[src/hw/rtl/lprc_pkg.sv]
package lprc_pkg;

   localparam int CFG_BITS    = 16;
   localparam int INDEX_BITS  = 2;
   localparam int KIND_BITS   = 3;
   localparam int PHASE_BITS  = 2;
   localparam int ELAPSED_BITS = 16;
   localparam int THRESH_SQ_BITS = 2 * CFG_BITS;

   localparam logic [INDEX_BITS-1:0] CSR_ARM_TICKS      = 2'd0;
   localparam logic [INDEX_BITS-1:0] CSR_ANIM_TICKS     = 2'd1;
   localparam logic [INDEX_BITS-1:0] CSR_MOVE_THRESHOLD = 2'd2;

   localparam logic [KIND_BITS-1:0] KIND_TICK  = 3'd0;
   localparam logic [KIND_BITS-1:0] KIND_X     = 3'd1;
   localparam logic [KIND_BITS-1:0] KIND_Y     = 3'd2;
   localparam logic [KIND_BITS-1:0] KIND_DOWN  = 3'd3;
   localparam logic [KIND_BITS-1:0] KIND_UP    = 3'd4;

   localparam logic [PHASE_BITS-1:0] PHASE_IDLE     = 2'd0;
   localparam logic [PHASE_BITS-1:0] PHASE_HOLDING  = 2'd1;
   localparam logic [PHASE_BITS-1:0] PHASE_ARMED    = 2'd2;
   localparam logic [PHASE_BITS-1:0] PHASE_COMPLETE = 2'd3;

   localparam logic [CFG_BITS-1:0]       ARM_TICKS_RESET  = 16'd300;
   localparam logic [CFG_BITS-1:0]       ANIM_TICKS_RESET = 16'd300;
   localparam logic [THRESH_SQ_BITS-1:0] THRESH_SQ_RESET  = 32'd324;

   typedef struct packed {
      logic [CFG_BITS-1:0]       arm_ticks;
      logic [CFG_BITS-1:0]       anim_ticks;
      logic [THRESH_SQ_BITS-1:0] thresh_sq;
   } cfg_type;

   typedef struct packed {
      logic                    click;
      logic [PHASE_BITS-1:0]   phase;
      logic [ELAPSED_BITS-1:0] anim_elapsed;
      logic                    anchor_moved;
   } rsp_type;

endpackage

[src/hw/rtl/lprc_csr.sv]
module lprc_csr (
   input  logic                                clock,
   input  logic                                reset,
   input  logic                                csr_write,
   input  logic [lprc_pkg::INDEX_BITS-1:0]     csr_index,
   input  logic [lprc_pkg::CFG_BITS-1:0]       csr_wdata,
   output lprc_pkg::cfg_type                   cfg
);

   // The threshold is kept only as its square, worked out when it is written.
   lprc_pkg::cfg_type cfg_ff;
   lprc_pkg::cfg_type cfg_in;

   always_comb begin
      cfg_in = cfg_ff;
      if (csr_write) begin
         unique case (csr_index)
            lprc_pkg::CSR_ARM_TICKS: begin
               cfg_in.arm_ticks = csr_wdata;
            end
            lprc_pkg::CSR_ANIM_TICKS: begin
               cfg_in.anim_ticks = csr_wdata;
            end
            lprc_pkg::CSR_MOVE_THRESHOLD: begin
               cfg_in.thresh_sq = lprc_pkg::THRESH_SQ_BITS'(csr_wdata)
                                * lprc_pkg::THRESH_SQ_BITS'(csr_wdata);
            end
            default: begin
               cfg_in = cfg_ff;
            end
         endcase
      end
   end

   always_ff @(posedge clock) begin
      if (reset) begin
         cfg_ff.arm_ticks  <= lprc_pkg::ARM_TICKS_RESET;
         cfg_ff.anim_ticks <= lprc_pkg::ANIM_TICKS_RESET;
         cfg_ff.thresh_sq  <= lprc_pkg::THRESH_SQ_RESET;
      end else begin
         cfg_ff <= cfg_in;
      end
   end

   assign cfg = cfg_ff;

endmodule

[src/hw/rtl/lprc_step.sv]
module lprc_step #(
   parameter int COORD_BITS = 16,
   parameter int COUNT_BITS = 16
) (
   input  logic                              clock,
   input  logic                              reset,
   input  logic                              step_en,
   input  logic [lprc_pkg::KIND_BITS-1:0]    kind,
   input  logic [lprc_pkg::CFG_BITS-1:0]     coord,
   input  lprc_pkg::cfg_type                 cfg,
   output lprc_pkg::rsp_type                 rsp
);

   localparam int CW = (COORD_BITS > lprc_pkg::CFG_BITS) ? COORD_BITS : lprc_pkg::CFG_BITS;
   localparam int NW = (COUNT_BITS > lprc_pkg::CFG_BITS) ? COUNT_BITS : lprc_pkg::CFG_BITS;
   localparam int QW = 2 * COORD_BITS;
   localparam int SW = (QW + 1 > lprc_pkg::THRESH_SQ_BITS) ? QW + 1
                                                          : lprc_pkg::THRESH_SQ_BITS;
   localparam logic [CW-1:0]         COORD_LIMIT = CW'({COORD_BITS{1'b1}});
   localparam logic [COUNT_BITS-1:0] COUNT_MAX   = {COUNT_BITS{1'b1}};

   logic                  down_ff, down_in;
   logic                  armed_ff, armed_in;
   logic                  complete_ff, complete_in;
   logic [COORD_BITS-1:0] pos_x_ff, pos_x_in;
   logic [COORD_BITS-1:0] pos_y_ff, pos_y_in;
   logic [COORD_BITS-1:0] origin_x_ff, origin_x_in;
   logic [COORD_BITS-1:0] origin_y_ff, origin_y_in;
   logic [COUNT_BITS-1:0] hold_ff, hold_in;
   logic [COUNT_BITS-1:0] anim_ff, anim_in;

   logic [CW-1:0]         coord_wide;
   logic [COORD_BITS-1:0] coord_clamp;
   logic [COORD_BITS-1:0] new_x, new_y;
   logic [COORD_BITS-1:0] dx, dy;
   logic [QW-1:0]         sx, sy;
   logic [SW-1:0]         dist_sq;
   logic                  too_far;
   logic [COUNT_BITS-1:0] hold_inc, anim_inc, anim_step;
   logic                  click, moved;
   logic [NW-1:0]         anim_wide;

   assign coord_wide  = CW'(coord);
   assign coord_clamp = (coord_wide > COORD_LIMIT) ? COORD_LIMIT[COORD_BITS-1:0]
                                                   : coord_wide[COORD_BITS-1:0];

   // Distance is taken against the position as it stands after this item.
   assign new_x = (kind == lprc_pkg::KIND_X) ? coord_clamp : pos_x_ff;
   assign new_y = (kind == lprc_pkg::KIND_Y) ? coord_clamp : pos_y_ff;
   assign dx = (origin_x_ff > new_x) ? origin_x_ff - new_x : new_x - origin_x_ff;
   assign dy = (origin_y_ff > new_y) ? origin_y_ff - new_y : new_y - origin_y_ff;
   assign sx = QW'(dx) * QW'(dx);
   assign sy = QW'(dy) * QW'(dy);
   assign dist_sq = SW'(sx) + SW'(sy);
   assign too_far = dist_sq > SW'(cfg.thresh_sq);

   assign hold_inc  = (hold_ff == COUNT_MAX) ? hold_ff : hold_ff + 1'b1;
   assign anim_inc  = (anim_ff == COUNT_MAX) ? anim_ff : anim_ff + 1'b1;
   assign anim_step = (NW'(anim_ff) < NW'(cfg.anim_ticks)) ? anim_inc : anim_ff;

   always_comb begin
      down_in     = down_ff;
      armed_in    = armed_ff;
      complete_in = complete_ff;
      pos_x_in    = pos_x_ff;
      pos_y_in    = pos_y_ff;
      origin_x_in = origin_x_ff;
      origin_y_in = origin_y_ff;
      hold_in     = hold_ff;
      anim_in     = anim_ff;
      click       = 1'b0;
      moved       = 1'b0;
      unique case (kind) inside
         lprc_pkg::KIND_TICK: begin
            if (down_ff) begin
               if (!armed_ff) begin
                  hold_in = hold_inc;
                  if (NW'(hold_inc) >= NW'(cfg.arm_ticks)) begin
                     armed_in = 1'b1;
                     anim_in  = '0;
                     if (cfg.anim_ticks == '0) begin
                        complete_in = 1'b1;
                     end
                  end
               end else begin
                  anim_in = anim_step;
                  if (NW'(anim_step) >= NW'(cfg.anim_ticks)) begin
                     complete_in = 1'b1;
                  end
               end
            end
         end
         lprc_pkg::KIND_X, lprc_pkg::KIND_Y: begin
            pos_x_in = new_x;
            pos_y_in = new_y;
            if (down_ff && !armed_ff && too_far) begin
               origin_x_in = new_x;
               origin_y_in = new_y;
               hold_in     = '0;
               moved       = 1'b1;
            end
         end
         lprc_pkg::KIND_DOWN: begin
            down_in     = 1'b1;
            armed_in    = 1'b0;
            complete_in = 1'b0;
            hold_in     = '0;
            anim_in     = '0;
            origin_x_in = pos_x_ff;
            origin_y_in = pos_y_ff;
         end
         lprc_pkg::KIND_UP: begin
            click       = complete_ff;
            down_in     = 1'b0;
            armed_in    = 1'b0;
            complete_in = 1'b0;
            hold_in     = '0;
            anim_in     = '0;
         end
         default: begin
            click = 1'b0;
         end
      endcase
   end

   always_ff @(posedge clock) begin
      if (reset) begin
         down_ff     <= 1'b0;
         armed_ff    <= 1'b0;
         complete_ff <= 1'b0;
         pos_x_ff    <= '0;
         pos_y_ff    <= '0;
         origin_x_ff <= '0;
         origin_y_ff <= '0;
         hold_ff     <= '0;
         anim_ff     <= '0;
      end else if (step_en) begin
         down_ff     <= down_in;
         armed_ff    <= armed_in;
         complete_ff <= complete_in;
         pos_x_ff    <= pos_x_in;
         pos_y_ff    <= pos_y_in;
         origin_x_ff <= origin_x_in;
         origin_y_ff <= origin_y_in;
         hold_ff     <= hold_in;
         anim_ff     <= anim_in;
      end
   end

   assign anim_wide = armed_in ? NW'(anim_in) : '0;

   always_comb begin
      rsp.click        = click;
      rsp.anchor_moved = moved;
      rsp.anim_elapsed = anim_wide[lprc_pkg::ELAPSED_BITS-1:0];
      if (!down_in) begin
         rsp.phase = lprc_pkg::PHASE_IDLE;
      end else if (complete_in) begin
         rsp.phase = lprc_pkg::PHASE_COMPLETE;
      end else if (armed_in) begin
         rsp.phase = lprc_pkg::PHASE_ARMED;
      end else begin
         rsp.phase = lprc_pkg::PHASE_HOLDING;
      end
   end

endmodule

[src/hw/rtl/long_press_right_click_detector_unit.sv]
// Long-press detector: a touch held still for arm_ticks ticks arms, anim_ticks
// ticks later it is complete, and a touch up on a complete press gives a
// click in its result. Every transaction on the request channel gives exactly
// one result transaction. A request is taken every cycle while results are not
// stalled; each passes an input register, the state update and a result
// register, and its result is presented from the result register. A stalled
// result holds the input register, which then stalls the request channel.
// The threshold square is computed when move_threshold is written, so the
// distance test needs only the two coordinate squares, one add and one
// compare in the state update.
module long_press_right_click_detector_unit #(
   parameter int COORD_BITS = 16,
   parameter int COUNT_BITS = 16
) (
   input  logic                                clock,
   input  logic                                reset,
   input  logic                                req_valid,
   output logic                                req_stall,
   input  logic [lprc_pkg::KIND_BITS-1:0]      req_kind,
   input  logic [lprc_pkg::CFG_BITS-1:0]       req_coord,
   output logic                                rsp_valid,
   input  logic                                rsp_stall,
   output logic                                rsp_click,
   output logic [lprc_pkg::PHASE_BITS-1:0]     rsp_phase,
   output logic [lprc_pkg::ELAPSED_BITS-1:0]   rsp_anim_elapsed,
   output logic                                rsp_anchor_moved,
   input  logic                                csr_valid,
   output logic                                csr_ready,
   input  logic [lprc_pkg::INDEX_BITS-1:0]     csr_index,
   input  logic [lprc_pkg::CFG_BITS-1:0]       csr_wdata
);

   logic                               item_valid_ff, item_valid_in;
   logic [lprc_pkg::KIND_BITS-1:0]     kind_ff;
   logic [lprc_pkg::CFG_BITS-1:0]      coord_ff;
   logic                               rsp_valid_ff, rsp_valid_in;
   lprc_pkg::rsp_type                  rsp_ff;
   lprc_pkg::rsp_type                  step_rsp;
   lprc_pkg::cfg_type                  cfg;
   logic                               take;
   logic                               advance;

   assign csr_ready = 1'b1;
   assign advance   = item_valid_ff && !(rsp_valid_ff && rsp_stall);
   assign req_stall = item_valid_ff && !advance;
   assign take      = req_valid && !req_stall;

   lprc_csr u_csr (
      .clock     (clock),
      .reset     (reset),
      .csr_write (csr_valid && csr_ready),
      .csr_index (csr_index),
      .csr_wdata (csr_wdata),
      .cfg       (cfg)
   );

   lprc_step #(
      .COORD_BITS (COORD_BITS),
      .COUNT_BITS (COUNT_BITS)
   ) u_step (
      .clock   (clock),
      .reset   (reset),
      .step_en (advance),
      .kind    (kind_ff),
      .coord   (coord_ff),
      .cfg     (cfg),
      .rsp     (step_rsp)
   );

   always_comb begin
      if (take) begin
         item_valid_in = 1'b1;
      end else if (advance) begin
         item_valid_in = 1'b0;
      end else begin
         item_valid_in = item_valid_ff;
      end
      if (advance) begin
         rsp_valid_in = 1'b1;
      end else if (!rsp_stall) begin
         rsp_valid_in = 1'b0;
      end else begin
         rsp_valid_in = rsp_valid_ff;
      end
   end

   always_ff @(posedge clock) begin
      if (reset) begin
         item_valid_ff <= 1'b0;
         rsp_valid_ff  <= 1'b0;
      end else begin
         item_valid_ff <= item_valid_in;
         rsp_valid_ff  <= rsp_valid_in;
      end
   end

   always_ff @(posedge clock) begin
      if (take) begin
         kind_ff  <= req_kind;
         coord_ff <= req_coord;
      end
      if (advance) begin
         rsp_ff <= step_rsp;
      end
   end

   assign rsp_valid        = rsp_valid_ff;
   assign rsp_click        = rsp_ff.click;
   assign rsp_phase        = rsp_ff.phase;
   assign rsp_anim_elapsed = rsp_ff.anim_elapsed;
   assign rsp_anchor_moved = rsp_ff.anchor_moved;

endmodule

[config.mk]
export PLATFORM = sky130hd
export DESIGN_NAME = long_press_right_click_detector_unit
export DESIGN_NICKNAME = d
export VERILOG_FILES = /design/src/hw/rtl/lprc_pkg.sv /design/src/hw/rtl/lprc_csr.sv /design/src/hw/rtl/lprc_step.sv /design/src/hw/rtl/long_press_right_click_detector_unit.sv
export SDC_FILE = /design/constraint.sdc
export NUM_CORES = 2
export LEC_CHECK = 0
export BUFFER_PORTS_ARGS = -buffer_cell sky130_fd_sc_hd__buf_2
export CORE_MARGIN = 5
export CORE_UTILIZATION = 40
export DETAILED_ROUTE_END_ITERATION = 7
export HOLD_SLACK_MARGIN = 0.05
export PLACE_DENSITY = 0.62
export SLEW_MARGIN = 20
export SYNTH_ARGS = -nofsm -noshare
export SYNTH_HDL_FRONTEND = slang
export SYNTH_SLANG_ARGS = --single-unit
[constraint.sdc]
create_clock -name clock -period 27.5 [get_ports clock]
set_input_delay 0 -clock clock [delete_from_list [all_inputs] [get_ports clock]]
set_output_delay 0 -clock clock [all_outputs]
set_load 0.005 [all_outputs]
==> impl_metrics.ini <==
[run_status]
outcome = finished clean

[synth]
synth_common_cells = 901 x inv_1, 555 x fa_1, 430 x ha_1, 411 x nand2_1, 281 x nor2_1
syn-instance-count = 4063
syn_area_sq_mm = 0.0356
synthTopCellsByArea = fa_1 31%, ha_1 15%, inv_1 9.5%, dfxtp_1 9.2%, nand2_1 4.3%
yosysUniqueCellTypes = 91
seq_area_frac_synth_pct = 12.5
synth_edf_count = 39
synth_area_per_cell_sq_um = 8.75
yosys.area.top_type = fa_1
yosysTopAreaCellShare_pct = 31.2
yosysWarnings = 0
syn_nets = 5090
synthMostInstantiatedCell = inv_1
ys_seq_elements = 203
synthArstFlopShare_pct = 0
synth_flop_cell = dfxtp_1

[cts]
root_buffer = clkbuf_16
clock_path_buffers = 3
cts_inserted_buffers = 24
path_clk_slew_ps = 60
clk_latency_ps = 560
htreeDepth = 1
cts_tree = built
postCtsSetupRepairBufs = 0
clock-sinks = 203

[sta]
slew_violations = 0
finClkSkew_ps = 41.1
hold_viol = 0
holdWs_ps = 73.2
finalSetupTns_ps = 0
setup_viol = 0
clock.fmax_mhz = 64.7
rsz0062_at_grt = no
tightestPinTransition_ps = 1190
fin_ws_ps = 12050
layout_min_cycle_time_ps = 15450
max-slew-margin-rel_pct = 20.9
period_share_pct = 56.2

[critical_path]
slowest_stage = edfxtp_1
crit_path_end_kind = register
ff2ff_path_depth = 56
worstPathArrival_ps = 15900
reg2reg_from = kind_ff[0]
reg2reg_to = u_step.hold_ff[2]
ff2ff_setup_slack_ps = 12050
startpoint_type = register
path_delay_family = adder cells
critPathBufInv = 9
cp_common_cell = fa_1
crit_type = reg -> reg
required_ps = 27950
slowest_delay_ps = 750
cp_max_fo = 22

[floorplan]
design.die.area_sq_mm = 0.0950
coreArea_sq_mm = 0.0884
dieWidth_um = 308
std_cell_rows = 109
num_io_pins = 65
die_h_um = 308
start_util_pct = 40.2

[global_route]
grt_pass1_vias = 28100
grt_max_degree = 72
antenna_found_initial = 1
grt-ovfl-total = 0
grt_pass1_wl_mm = 147
grtUsageTotal_pct = 18.8

[final_layout]
nets = 5128
syn2layout_area_growth_pct = 7.80
antenna_cells = 0
drive_gt1_share_pct = 6.19
final_core_util_pct = 43.4
nFillCells = 8864

[routing]
antenna_left = 0
routed_wl_mm = 88.5
drc = 0
drt_first_pass_iters = 5
drt_iter0_drc = 1427
viasPerCell = 5.07
post_drt_wl_per_cell_um = 16.8
vias = 26800

[min_path]
hold_class = in -> reg
holdPathStages = 4
worst_hold_path.endpoint = u_csr.cfg[27]
worstHoldStart = csr_index[0]

[place]
place.gp.congestion = 0.897
port_buffers = 63
place_ws_ps = 12150
detailed_place_hpwl_mm = 72.8

[flow_run]
maxCapViolCount = 0
-- final cells by class --
type	count	area (sq um)	area share, %
clock buffer	32	631	1.64
clock inverter	12	118	0.307
inverter	909	3410	8.90
multi-input combinational	2811	27200	70.9
sequential	203	4450	11.6
tap	1165	1460	3.80
timing repair buffer	152	1100	2.86
-- layer usage --
layer	track usage (%)	share of wire, %	vias to the layer above
li1	-	-	12900
met1	25.2	44	13100
met2	32.5	48	586
met3	2.34	4.7	151
met4	4.90	2.9	2
met5	0	0.0079	-
-- stage by stage --
| step | area [sq um] | instances |
|---|---|---|
| 6_report | 38300 | 5284 |
| 2_1_floorplan | 35600 | 4063 |
| 3_3_place_gp | 37100 | 5196 |
| 5_1_grt | 38300 | 5284 |
| 4_1_cts | 38300 | 5284 |
| 3_5_place_dp | 37100 | 5196 |
-- kinds of logic after synthesis --
logic type	after synthesis	synth area share, %
compound gates	615	12.0
xor+xnor	122	3.05
fa+ha+maj	985	46.4
buf+inv	1049	11.2
flops	203	12.5
mux	58	1.70
other cells	1	0.0105
simple gates	1030	13.2
-- worst max path at each step --
stage,startpoint,cells past startpoint,to
after floorplan,kind_ff[0],55,u_step.origin_x_ff[1]
after global placement,kind_ff[0],56,u_step.hold_ff[2]
after detailed placement,kind_ff[0],56,u_step.origin_y_ff[6]
after CTS,kind_ff[0],56,u_step.hold_ff[2]
after global routing,kind_ff[0],57,u_step.hold_ff[8]
final,kind_ff[0],56,u_step.hold_ff[2]
-- placed cells by master (no fill, tap or decap), drive strengths merged, types with 77 or more instances in the layout --
| cell | n |
|---|---|
| a21o | 84 |
| ha | 430 |
| buf | 108 |
| nand2 | 411 |
| nor2 | 281 |
| inv | 907 |
| fa | 555 |
| a21oi | 217 |
| xnor2 | 77 |
| o21ai | 83 |
| dfxtp | 164 |
-- flip-flops by register name, summed over array words and instances (netlist names) --
register,count
coord_ff,16
item_valid_ff,1
kind_ff,3
rsp_anchor_moved,1
rsp_anim_elapsed,16
rsp_click,1
rsp_phase,2
rsp_valid,1
u_csr.cfg,63
u_step.anim_ff,16
u_step.armed_ff,1
u_step.complete_ff,1
u_step.down_ff,1
u_step.hold_ff,16
u_step.origin_x_ff,16
u_step.origin_y_ff,16
u_step.pos_x_ff,16
u_step.pos_y_ff,16
-- worst register-to-register path: cells and delay by family (launching register included) --
kind / cells / cell delay (ps)
compound gates: 21 / 3920
buf+inv: 9 / 1410
flops: 1 / 750
xor+xnor: 2 / 810
fa+ha+maj: 12 / 5340
mux: 1 / 380
simple gates: 11 / 2770
-- what timing repair did --
item | CTS | global route
endpoints found under the hold margin | 110 | 0
resized for setup | 0 | 0
hold buffers | 44 | 0
Power is not shown: default switching activity piles up to over one toggle a cycle in this logic, so the estimate is an artifact.
